**src/hdl/assert_macros.svh**
```systemverilog
// Assertion macros shared by the run former RTL.
`ifndef ASSERT_MACROS_SVH
`define ASSERT_MACROS_SVH

// Condition holds at every clock edge outside reset.
`define ASSERT_ALWAYS(label, cond, msg) \
	label: assert property (@(posedge clk) disable iff (!arst_n) (cond)) \
		else $error(msg);

// Consequent holds in the cycle after the antecedent.
`define ASSERT_NEXT(label, ante, cons, msg) \
	label: assert property (@(posedge clk) disable iff (!arst_n) (ante) |=> (cons)) \
		else $error(msg);

`endif

```
**src/hdl/rsrf_pkg.sv**
```systemverilog
// Types and constants shared by the replacement selection run former.
`timescale 1ns / 1ps

package rsrf_pkg;

	localparam int KEY_W = 32;
	localparam int CFG_W = 6;

	// Most negative key; the run boundary restarts from here.
	localparam logic signed [KEY_W-1:0] KEY_MIN = {1'b1, {(KEY_W-1){1'b0}}};

	// Sequencer states of the selection engine.
	typedef enum logic [3:0] {
		ST_IDLE,
		ST_SCAN_RD,
		ST_SCAN_CMP,
		ST_HEAD_LD,
		ST_EMIT,
		ST_REM_SHIFT,
		ST_INS_CHK,
		ST_INS_CMP
	} state_t;

	// Result request from the engine to the output register.
	typedef struct packed {
		logic             valid;
		logic [KEY_W-1:0] value;
		logic             nr;
		logic             eos;
		logic             last;
	} emit_t;

endpackage

```
**src/hdl/rsrf_cmp.sv**
```systemverilog
// Shared signed key comparator used by the scan and insert compare steps of the sequencer.
`timescale 1ns / 1ps

module rsrf_cmp
	import rsrf_pkg::*;
(
	input  logic signed [KEY_W-1:0] a,
	input  logic signed [KEY_W-1:0] b,
	output logic                    lt
);

	// Single signed less-than; operands are steered by the sequencer.
	assign lt = (a < b);

endmodule

```
**src/hdl/rsrf_ctrl.sv**
```systemverilog
// Selection engine: sorted key memory, sequencer and run state.
`timescale 1ns / 1ps
`include "assert_macros.svh"

module rsrf_ctrl
	import rsrf_pkg::*;
#(
	parameter int CAPACITY = 32
)
(
	input  logic                    clk,
	input  logic                    arst_n,
	input  logic [CFG_W-1:0]        cap,
	input  logic                    in_valid,
	output logic                    in_ready,
	input  logic signed [KEY_W-1:0] in_value,
	input  logic                    in_last,
	output emit_t                   emit,
	input  logic                    emit_ready
);

	localparam int IW = $clog2(CAPACITY);
	localparam int CW = $clog2(CAPACITY + 1);

	state_t                  state_q, state_d;
	logic [CW-1:0]           idx_q, idx_d;
	logic [CW-1:0]           j_q, j_d;
	logic [CW-1:0]           ec_q, ec_d;
	logic signed [KEY_W-1:0] last_q, last_d;
	logic                    run_open_q, run_d;
	logic                    drain_q, drain_d;
	logic signed [KEY_W-1:0] sel_q, sel_d;
	logic                    nr_q, nr_d;
	logic signed [KEY_W-1:0] key_q;
	logic                    eoi_q;

	logic [KEY_W-1:0]        mem [CAPACITY];
	logic signed [KEY_W-1:0] rd_data;
	logic [IW-1:0]           rd_addr;
	logic                    wr_en;
	logic [IW-1:0]           wr_addr;
	logic signed [KEY_W-1:0] wr_data;

	logic signed [KEY_W-1:0] cmp_a, cmp_b;
	logic                    cmp_lt;

	logic [CW-1:0] eff;
	logic [CW:0]   idx_p1, idx_p2;
	logic [CW-1:0] j_m1, j_m2, ec_dec;
	logic          ec_one, take, finish_rem, finish_ins;

	// Effective capacity: zero counts as one, large values clip to the memory size.
	always_comb begin
		if (cap == '0) begin
			eff = CW'(1);
		end else if (cap > CFG_W'(CAPACITY)) begin
			eff = CW'(CAPACITY);
		end else begin
			eff = cap[CW-1:0];
		end
	end

	assign idx_p1 = {1'b0, idx_q} + 1'b1;
	assign idx_p2 = {1'b0, idx_q} + 2'd2;
	assign j_m1   = j_q - 1'b1;
	assign j_m2   = j_q - 2'd2;
	assign ec_dec = ec_q - 1'b1;
	assign ec_one = (ec_q == CW'(1));
	assign take   = in_valid && in_ready;

	// The one comparator of the engine.
	rsrf_cmp u_cmp (
		.a  (cmp_a),
		.b  (cmp_b),
		.lt (cmp_lt)
	);

	// Sorted key memory: one write and one registered read per cycle.
	always_ff @(posedge clk) begin
		if (wr_en) begin
			mem[wr_addr] <= wr_data;
		end
		rd_data <= mem[rd_addr];
	end

	// Sequencer next state and per-state datapath control.
	always_comb begin
		state_d    = state_q;
		idx_d      = idx_q;
		j_d        = j_q;
		ec_d       = ec_q;
		last_d     = last_q;
		run_d      = run_open_q;
		drain_d    = drain_q;
		sel_d      = sel_q;
		nr_d       = nr_q;
		rd_addr    = idx_q[IW-1:0];
		wr_en      = 1'b0;
		wr_addr    = j_q[IW-1:0];
		wr_data    = rd_data;
		cmp_a      = rd_data;
		cmp_b      = last_q;
		in_ready   = 1'b0;
		finish_rem = 1'b0;
		finish_ins = 1'b0;
		emit.valid = 1'b0;
		emit.value = sel_q;
		emit.nr    = nr_q;
		emit.eos   = drain_q && ec_one;
		emit.last  = drain_q ? ec_one : !eoi_q;

		case (state_q)
			ST_IDLE: begin
				in_ready = 1'b1;
				if (in_valid) begin
					drain_d = 1'b0;
					if (ec_q < eff) begin
						j_d     = ec_q;
						state_d = ST_INS_CHK;
					end else begin
						idx_d   = '0;
						state_d = ST_SCAN_RD;
					end
				end
			end
			ST_SCAN_RD: begin
				state_d = ST_SCAN_CMP;
			end
			ST_SCAN_CMP: begin
				// Walk up the sorted keys until one is not below the last output; if none is, start a new run from the head.
				rd_addr = idx_p1[IW-1:0];
				if (cmp_lt) begin
					if (idx_p1 < {1'b0, ec_q}) begin
						idx_d = idx_p1[CW-1:0];
					end else begin
						rd_addr = '0;
						idx_d   = '0;
						nr_d    = 1'b1;
						state_d = ST_HEAD_LD;
					end
				end else begin
					sel_d   = rd_data;
					nr_d    = !run_open_q;
					state_d = ST_EMIT;
				end
			end
			ST_HEAD_LD: begin
				sel_d   = rd_data;
				state_d = ST_EMIT;
			end
			ST_EMIT: begin
				emit.valid = 1'b1;
				if (emit_ready) begin
					last_d = sel_q;
					run_d  = 1'b1;
					if (idx_p1 < {1'b0, ec_q}) begin
						rd_addr = idx_p1[IW-1:0];
						state_d = ST_REM_SHIFT;
					end else begin
						finish_rem = 1'b1;
					end
				end
			end
			ST_REM_SHIFT: begin
				// Close the gap left by the emitted key, one entry a cycle.
				wr_en   = 1'b1;
				wr_addr = idx_q[IW-1:0];
				wr_data = rd_data;
				rd_addr = idx_p2[IW-1:0];
				idx_d   = idx_p1[CW-1:0];
				if (!(idx_p2 < {1'b0, ec_q})) begin
					finish_rem = 1'b1;
				end
			end
			ST_INS_CHK: begin
				if (j_q == '0) begin
					wr_en      = 1'b1;
					wr_addr    = '0;
					wr_data    = key_q;
					finish_ins = 1'b1;
				end else begin
					rd_addr = j_m1[IW-1:0];
					state_d = ST_INS_CMP;
				end
			end
			ST_INS_CMP: begin
				// Move larger keys up one place until the new key fits.
				cmp_a  = key_q;
				cmp_b  = rd_data;
				wr_en  = 1'b1;
				if (cmp_lt) begin
					wr_data = rd_data;
					rd_addr = j_m2[IW-1:0];
					j_d     = j_m1;
					if (j_q == CW'(1)) begin
						state_d = ST_INS_CHK;
					end
				end else begin
					wr_data    = key_q;
					finish_ins = 1'b1;
				end
			end
			default: begin
				state_d = ST_IDLE;
			end
		endcase

		// After a removal: keep draining, close the stream, or insert the new key.
		if (finish_rem) begin
			ec_d = ec_dec;
			if (drain_q) begin
				if (ec_dec != '0) begin
					idx_d   = '0;
					state_d = ST_SCAN_RD;
				end else begin
					last_d  = KEY_MIN;
					run_d   = 1'b0;
					drain_d = 1'b0;
					state_d = ST_IDLE;
				end
			end else begin
				j_d     = ec_dec;
				state_d = ST_INS_CHK;
			end
		end

		// After an insertion: start the drain on the final item, else return to idle.
		if (finish_ins) begin
			ec_d = ec_q + 1'b1;
			if (eoi_q) begin
				drain_d = 1'b1;
				idx_d   = '0;
				state_d = ST_SCAN_RD;
			end else begin
				state_d = ST_IDLE;
			end
		end
	end

	// Control and run state registers.
	always_ff @(posedge clk or negedge arst_n) begin
		if (!arst_n) begin
			state_q    <= ST_IDLE;
			idx_q      <= '0;
			j_q        <= '0;
			ec_q       <= '0;
			last_q     <= KEY_MIN;
			run_open_q <= 1'b0;
			drain_q    <= 1'b0;
		end else begin
			state_q    <= state_d;
			idx_q      <= idx_d;
			j_q        <= j_d;
			ec_q       <= ec_d;
			last_q     <= last_d;
			run_open_q <= run_d;
			drain_q    <= drain_d;
		end
	end

	// Payload registers.
	always_ff @(posedge clk) begin
		sel_q <= sel_d;
		nr_q  <= nr_d;
		if (take) begin
			key_q <= in_value;
			eoi_q <= in_last;
		end
	end

	`ASSERT_ALWAYS(a_count_bound, ec_q <= CW'(CAPACITY), "entry count beyond memory size")
	`ASSERT_ALWAYS(a_empty_reset, !(state_q == ST_IDLE && ec_q == '0) || (!run_open_q && last_q == KEY_MIN), "empty buffer with stale run state")
	`ASSERT_NEXT(a_drain_end, state_q == ST_EMIT && emit_ready && drain_q && ec_one, state_q == ST_IDLE && ec_q == '0 && !run_open_q, "drain did not return to idle")

endmodule

```
**src/hdl/replacement_selection_run_former.sv**
```systemverilog
// Top level of the replacement selection run former.
// Keys arrive on the s_axis stream, one signed 32-bit key per request in
// s_axis_tdata; s_axis_tlast marks the final key, after which the whole
// buffer is drained. Keys leave on the m_axis stream: m_axis_tdata holds the
// key, m_axis_tuser flags the first key of a run and the last result of an
// input request, and m_axis_tlast marks the very last key of a drain.
// The cfg channel writes the number of buffer entries in use (reset 32,
// zero counts as one, values above CAPACITY clip); write it only when idle.
// One request is handled at a time and s_axis_tready is low meanwhile. A key
// that only fills the buffer is inserted by moving each larger key up one
// place. With a full buffer a key passes through a scan, the gap removal
// and the ordered insert, each stepping through the entries one at a time,
// all through the one read port of the key memory. Its result is offered
// once the scan finds it, before the removal and the insert. Each drained
// key adds a scan and a gap removal.
// Reset empties the buffer and closes any open run. A result waits in the
// output register while m_axis_tready is low, and the engine stalls behind
// it until that result is taken.
`timescale 1ns / 1ps

module replacement_selection_run_former
	import rsrf_pkg::*;
#(
	parameter int CAPACITY = 32
)
(
	input  logic             clk,
	input  logic             arst_n,
	input  logic             s_axis_tvalid,
	output logic             s_axis_tready,
	input  logic [KEY_W-1:0] s_axis_tdata,  // [31:0] value
	input  logic             s_axis_tlast,  // end_of_input
	output logic             m_axis_tvalid,
	input  logic             m_axis_tready,
	output logic [KEY_W-1:0] m_axis_tdata,  // [31:0] out_value
	output logic             m_axis_tlast,  // end_of_stream
	output logic [1:0]       m_axis_tuser,  // [0] starts_new_run, [1] last_of_item
	input  logic             cfg_valid,
	output logic             cfg_ready,
	input  logic [CFG_W-1:0] cfg_data
);

	logic [CFG_W-1:0] cap_q;
	emit_t            emit;
	logic             emit_ready;
	logic             out_valid_q;
	logic [KEY_W-1:0] out_value_q;
	logic             out_nr_q, out_eos_q, out_last_q;

	// Capacity register; always ready for a write.
	assign cfg_ready = 1'b1;

	always_ff @(posedge clk or negedge arst_n) begin
		if (!arst_n) begin
			cap_q <= CFG_W'(32);
		end else if (cfg_valid) begin
			cap_q <= cfg_data;
		end
	end

	rsrf_ctrl #(
		.CAPACITY (CAPACITY)
	) u_ctrl (
		.clk        (clk),
		.arst_n     (arst_n),
		.cap        (cap_q),
		.in_valid   (s_axis_tvalid),
		.in_ready   (s_axis_tready),
		.in_value   (s_axis_tdata),
		.in_last    (s_axis_tlast),
		.emit       (emit),
		.emit_ready (emit_ready)
	);

	// Output register: a new result loads when empty or being taken.
	assign emit_ready = !out_valid_q || m_axis_tready;

	always_ff @(posedge clk or negedge arst_n) begin
		if (!arst_n) begin
			out_valid_q <= 1'b0;
		end else if (emit.valid && emit_ready) begin
			out_valid_q <= 1'b1;
		end else if (m_axis_tready) begin
			out_valid_q <= 1'b0;
		end
	end

	always_ff @(posedge clk) begin
		if (emit.valid && emit_ready) begin
			out_value_q <= emit.value;
			out_nr_q    <= emit.nr;
			out_eos_q   <= emit.eos;
			out_last_q  <= emit.last;
		end
	end

	assign m_axis_tvalid = out_valid_q;
	assign m_axis_tdata  = out_value_q;
	assign m_axis_tlast  = out_eos_q;
	assign m_axis_tuser  = {out_last_q, out_nr_q};

endmodule
```
**config.mk**
```make
export PLATFORM = sky130hd
export DESIGN_NAME = replacement_selection_run_former
export DESIGN_NICKNAME = d
export VERILOG_FILES = /design/src/hdl/rsrf_pkg.sv /design/src/hdl/rsrf_cmp.sv /design/src/hdl/rsrf_ctrl.sv /design/src/hdl/replacement_selection_run_former.sv
export VERILOG_INCLUDE_DIRS = /design/src /design/src/hdl
export SDC_FILE = /design/constraint.sdc
export NUM_CORES = 2
export LEC_CHECK = 0
export ABC_AREA = 1
export BUFFER_PORTS_ARGS = -buffer_cell sky130_fd_sc_hd__buf_2
export CORE_ASPECT_RATIO = 1.25
export CORE_UTILIZATION = 50
export CTS_CLUSTER_SIZE = 25
export DETAILED_ROUTE_END_ITERATION = 10
export GPL_ROUTABILITY_DRIVEN = 0
export GPL_TIMING_DRIVEN = 0
export PLACE_DENSITY = 0.68
export SKIP_CTS_REPAIR_TIMING = 1
export SYNTH_ARGS = -nofsm -noshare
export SYNTH_HDL_FRONTEND = slang
export SYNTH_SLANG_ARGS = --single-unit
```
**constraint.sdc**
```tcl
create_clock -name clk -period 4.6 [get_ports clk]
set_clock_uncertainty 0.2 [all_clocks]
set_input_delay 0.46 -clock clk [delete_from_list [all_inputs] [get_ports clk]]
set_output_delay 0.46 -clock clk [all_outputs]
set_load 0.03 [all_outputs]
```
==> metrics.cfg <==
[run_status]
status = finished, violations left
violations = negative hold slack, negative setup slack

[sta]
hold_ws_ns = -0.00482
fmax_mhz = 205
period_needed_ns = 4.87
final_hold_viol_count = 2
worstMarginPinSlew_ns = 1.46
tns_ns = -104.86
finalCritPeriodShare = 1.06
rsz0062_at_grt = yes
fin_ws_ns = -0.271
relSlewSlack = 0.0288
setup_viol = 921
slew_viol_final = 0

[synth]
async_flop_share = 0.0509
ys_ff_latch = 1219
yosys.cell_types.count = 48
syn_nets = 5350
syn_area_um2 = 54800
synth_top_area_frac = 0.617
yosysTopAreaCell = edfxtp_1
syn_inst = 5250
yosysWarningCount = 0
syn_area_per_cell_um2 = 10.4
ys.flop_type = edfxtp_1
ys_seq_area_frac = 0.657
synth_edf_count = 1125
synth_area_leaders = edfxtp_1, nand3_1, nand2_1

[routing]
met2_wirelength_um = 82700
routed_via_density = 5.79
drc = 0
wl_um = 175000
wl_met3_um = 16200
dr.max_layer_used = met5
final_antenna_net_count = 0
wl_met1_um = 59200
drtIter0Drc = 4525
routed-via-count = 41400
wl_per_cell_um = 24.5
drtPass1Iterations = 8

[clock_tree]
clock_path_buffers = 3
cts_root_buf = clkbuf_16
cts_tree = done
htree_levels = 3
clk_pin_slew_ns = 0.06
clock-sinks = 1219
numCtsBuffers = 115
clk_latency_ns = 0.75

[critical_path]
cp.arrival_ns = 5.13
start_kind = flop
path_max_fanout = 22
worstSetupPathType = reg -> reg
required_ns = 4.85
cp-end-kind = flop

[global_routing]
grt_overflow_total = 0
antenna_found_initial = 7
grt_pass1_wl_um = 245000
grt_use_total = 0.302
grt_max_degree = 63
grt_pass1_vias = 38900

[floorplan]
die_height_um = 372
start_util = 0.505
io_pins = 82
rows = 135
die_area_um2 = 111000
die_w_um = 298
core_um2 = 108000

[finish]
final_cells = 7152
nets = 5716
final_cell_mix = edfxtp_1, nand2_1, nand3_1
finalInstanceArea_um2 = 67100
fill_cells = 8178
layout.cells.most_common = edfxtp_1
drive_above_1_share = 0.176
area_delta_synth_final_pct = 22.6

[placement]
placed_cells = 6831
placed_area_um2 = 59200
place.detailed.hpwl_um = 121000
port_buffers = 80

[worst_hold_path]
hp-class = in -> reg

[flow_run]
max_cap_violations = 0

[cell type report]
| class | instances | area (µm²) | share of cell area |
|---|---|---|---|
| Antenna cell | 2 | 5.00 | 0.0000746 |
| Sequential cell | 1219 | 36000 | 0.536 |
| Clock buffer | 145 | 3230 | 0.0481 |
| Multi-Input combinational cell | 3010 | 17200 | 0.257 |
| Tap cell | 1438 | 1800 | 0.0268 |
| Timing Repair Buffer | 249 | 3010 | 0.0449 |
| Buffer | 324 | 2530 | 0.0376 |
| Clock inverter | 68 | 693 | 0.0103 |
| Inverter | 697 | 2630 | 0.0392 |
[worst paths after layout]
kind                                   start                  to  slack, ns  cells after the start
hold reg to reg                  u_ctrl.nr_q            out_nr_q       0.22                      0
setup reg to reg           u_ctrl.state_q[0]  u_ctrl.mem[13][19]      -0.27                     19
min in group asynchronous             arst_n      u_ctrl.ec_q[2]       0.17                      2
setup / recovery           u_ctrl.state_q[0]  u_ctrl.mem[13][19]      -0.27                     19
max in group asynchronous             arst_n   u_ctrl.state_q[1]       3.40                      2
hold / removal                     cfg_valid            cap_q[5]     -0.005                      4
[metrics by stage]
step / utilization / setup slack (ns)
after CTS: 0.582 / -2.23
after floorplan: - / 0.194
after global routing: 0.619 / -0.323
final: 0.619 / -0.271
after detailed placement: 0.546 / -2.21
after global placement: 0.525 / -3.40
[metal layers]
layer,global-route usage,up-vias
li1,-,18700
met1,0.349,19700
met2,0.492,2404
met3,0.0532,616
met4,0.259,2
met5,0,-
[cells in the mapped netlist (all sizes together) (14+ instances only)]
cell	number
dfrtp	60
clkbuf	114
nand3	1123
ha	56
nor2	121
o21ai	68
o22ai	40
inv	693
a21oi	106
buf	211
nand3b	161
nor3	14
edfxtp	1125
dfxtp	32
nand2	1205
o221ai	37
[cells by family (layout without fill, tap and decap cells)]
logic type / Yosys count / in the layout / share of synthesized area
other cells: 1 / 3 / 0.0000685
xor+xnor: 17 / 17 / 0.00272
compound gates: 302 / 302 / 0.0336
fa+ha+maj: 56 / 56 / 0.0128
flops: 1219 / 1219 / 0.657
mux: 1 / 1 / 0.000206
simple gates: 2632 / 2633 / 0.218
buf+inv: 1022 / 1483 / 0.0753
[critical path, cell delays in order, from the launching register on]
cell      delay [ns]
dfrtp_2         0.45
nand3_4         0.13
buf_12          0.18
buf_12          0.14
buf_8           0.13
nand2_1         0.06
o21ai_0         0.10
ha_1            0.36
nand4_1         0.15
nor3_2          0.29
buf_4           0.16
a21oi_2         0.04
buf_4           0.17
nand3_1         0.13
nand2_2         0.14
clkbuf_2        0.26
clkbuf_1        0.34
o22ai_1         0.35
o221ai_4        0.37
buf_12          0.34
[state kept, by name, indices dropped and copies added (netlist names)]
| name | count |
|---|---|
| cap_q | 6 |
| m_axis_tdata | 32 |
| m_axis_tlast | 1 |
| m_axis_tvalid | 1 |
| out_last_q | 1 |
| out_nr_q | 1 |
| u_ctrl.drain_q | 1 |
| u_ctrl.ec_q | 6 |
| u_ctrl.eoi_q | 1 |
| u_ctrl.idx_q | 6 |
| u_ctrl.j_q | 6 |
| u_ctrl.key_q | 32 |
| u_ctrl.last_q | 32 |
| u_ctrl.mem | 1024 |
| u_ctrl.nr_q | 1 |
| u_ctrl.rd_data | 32 |
| u_ctrl.run_open_q | 1 |
| u_ctrl.sel_q | 32 |
| u_ctrl.state_q | 3 |
Power is left out: the tool's default activity adds up to more than one toggle a clock period on the data nets, which glitch-free logic cannot reach.
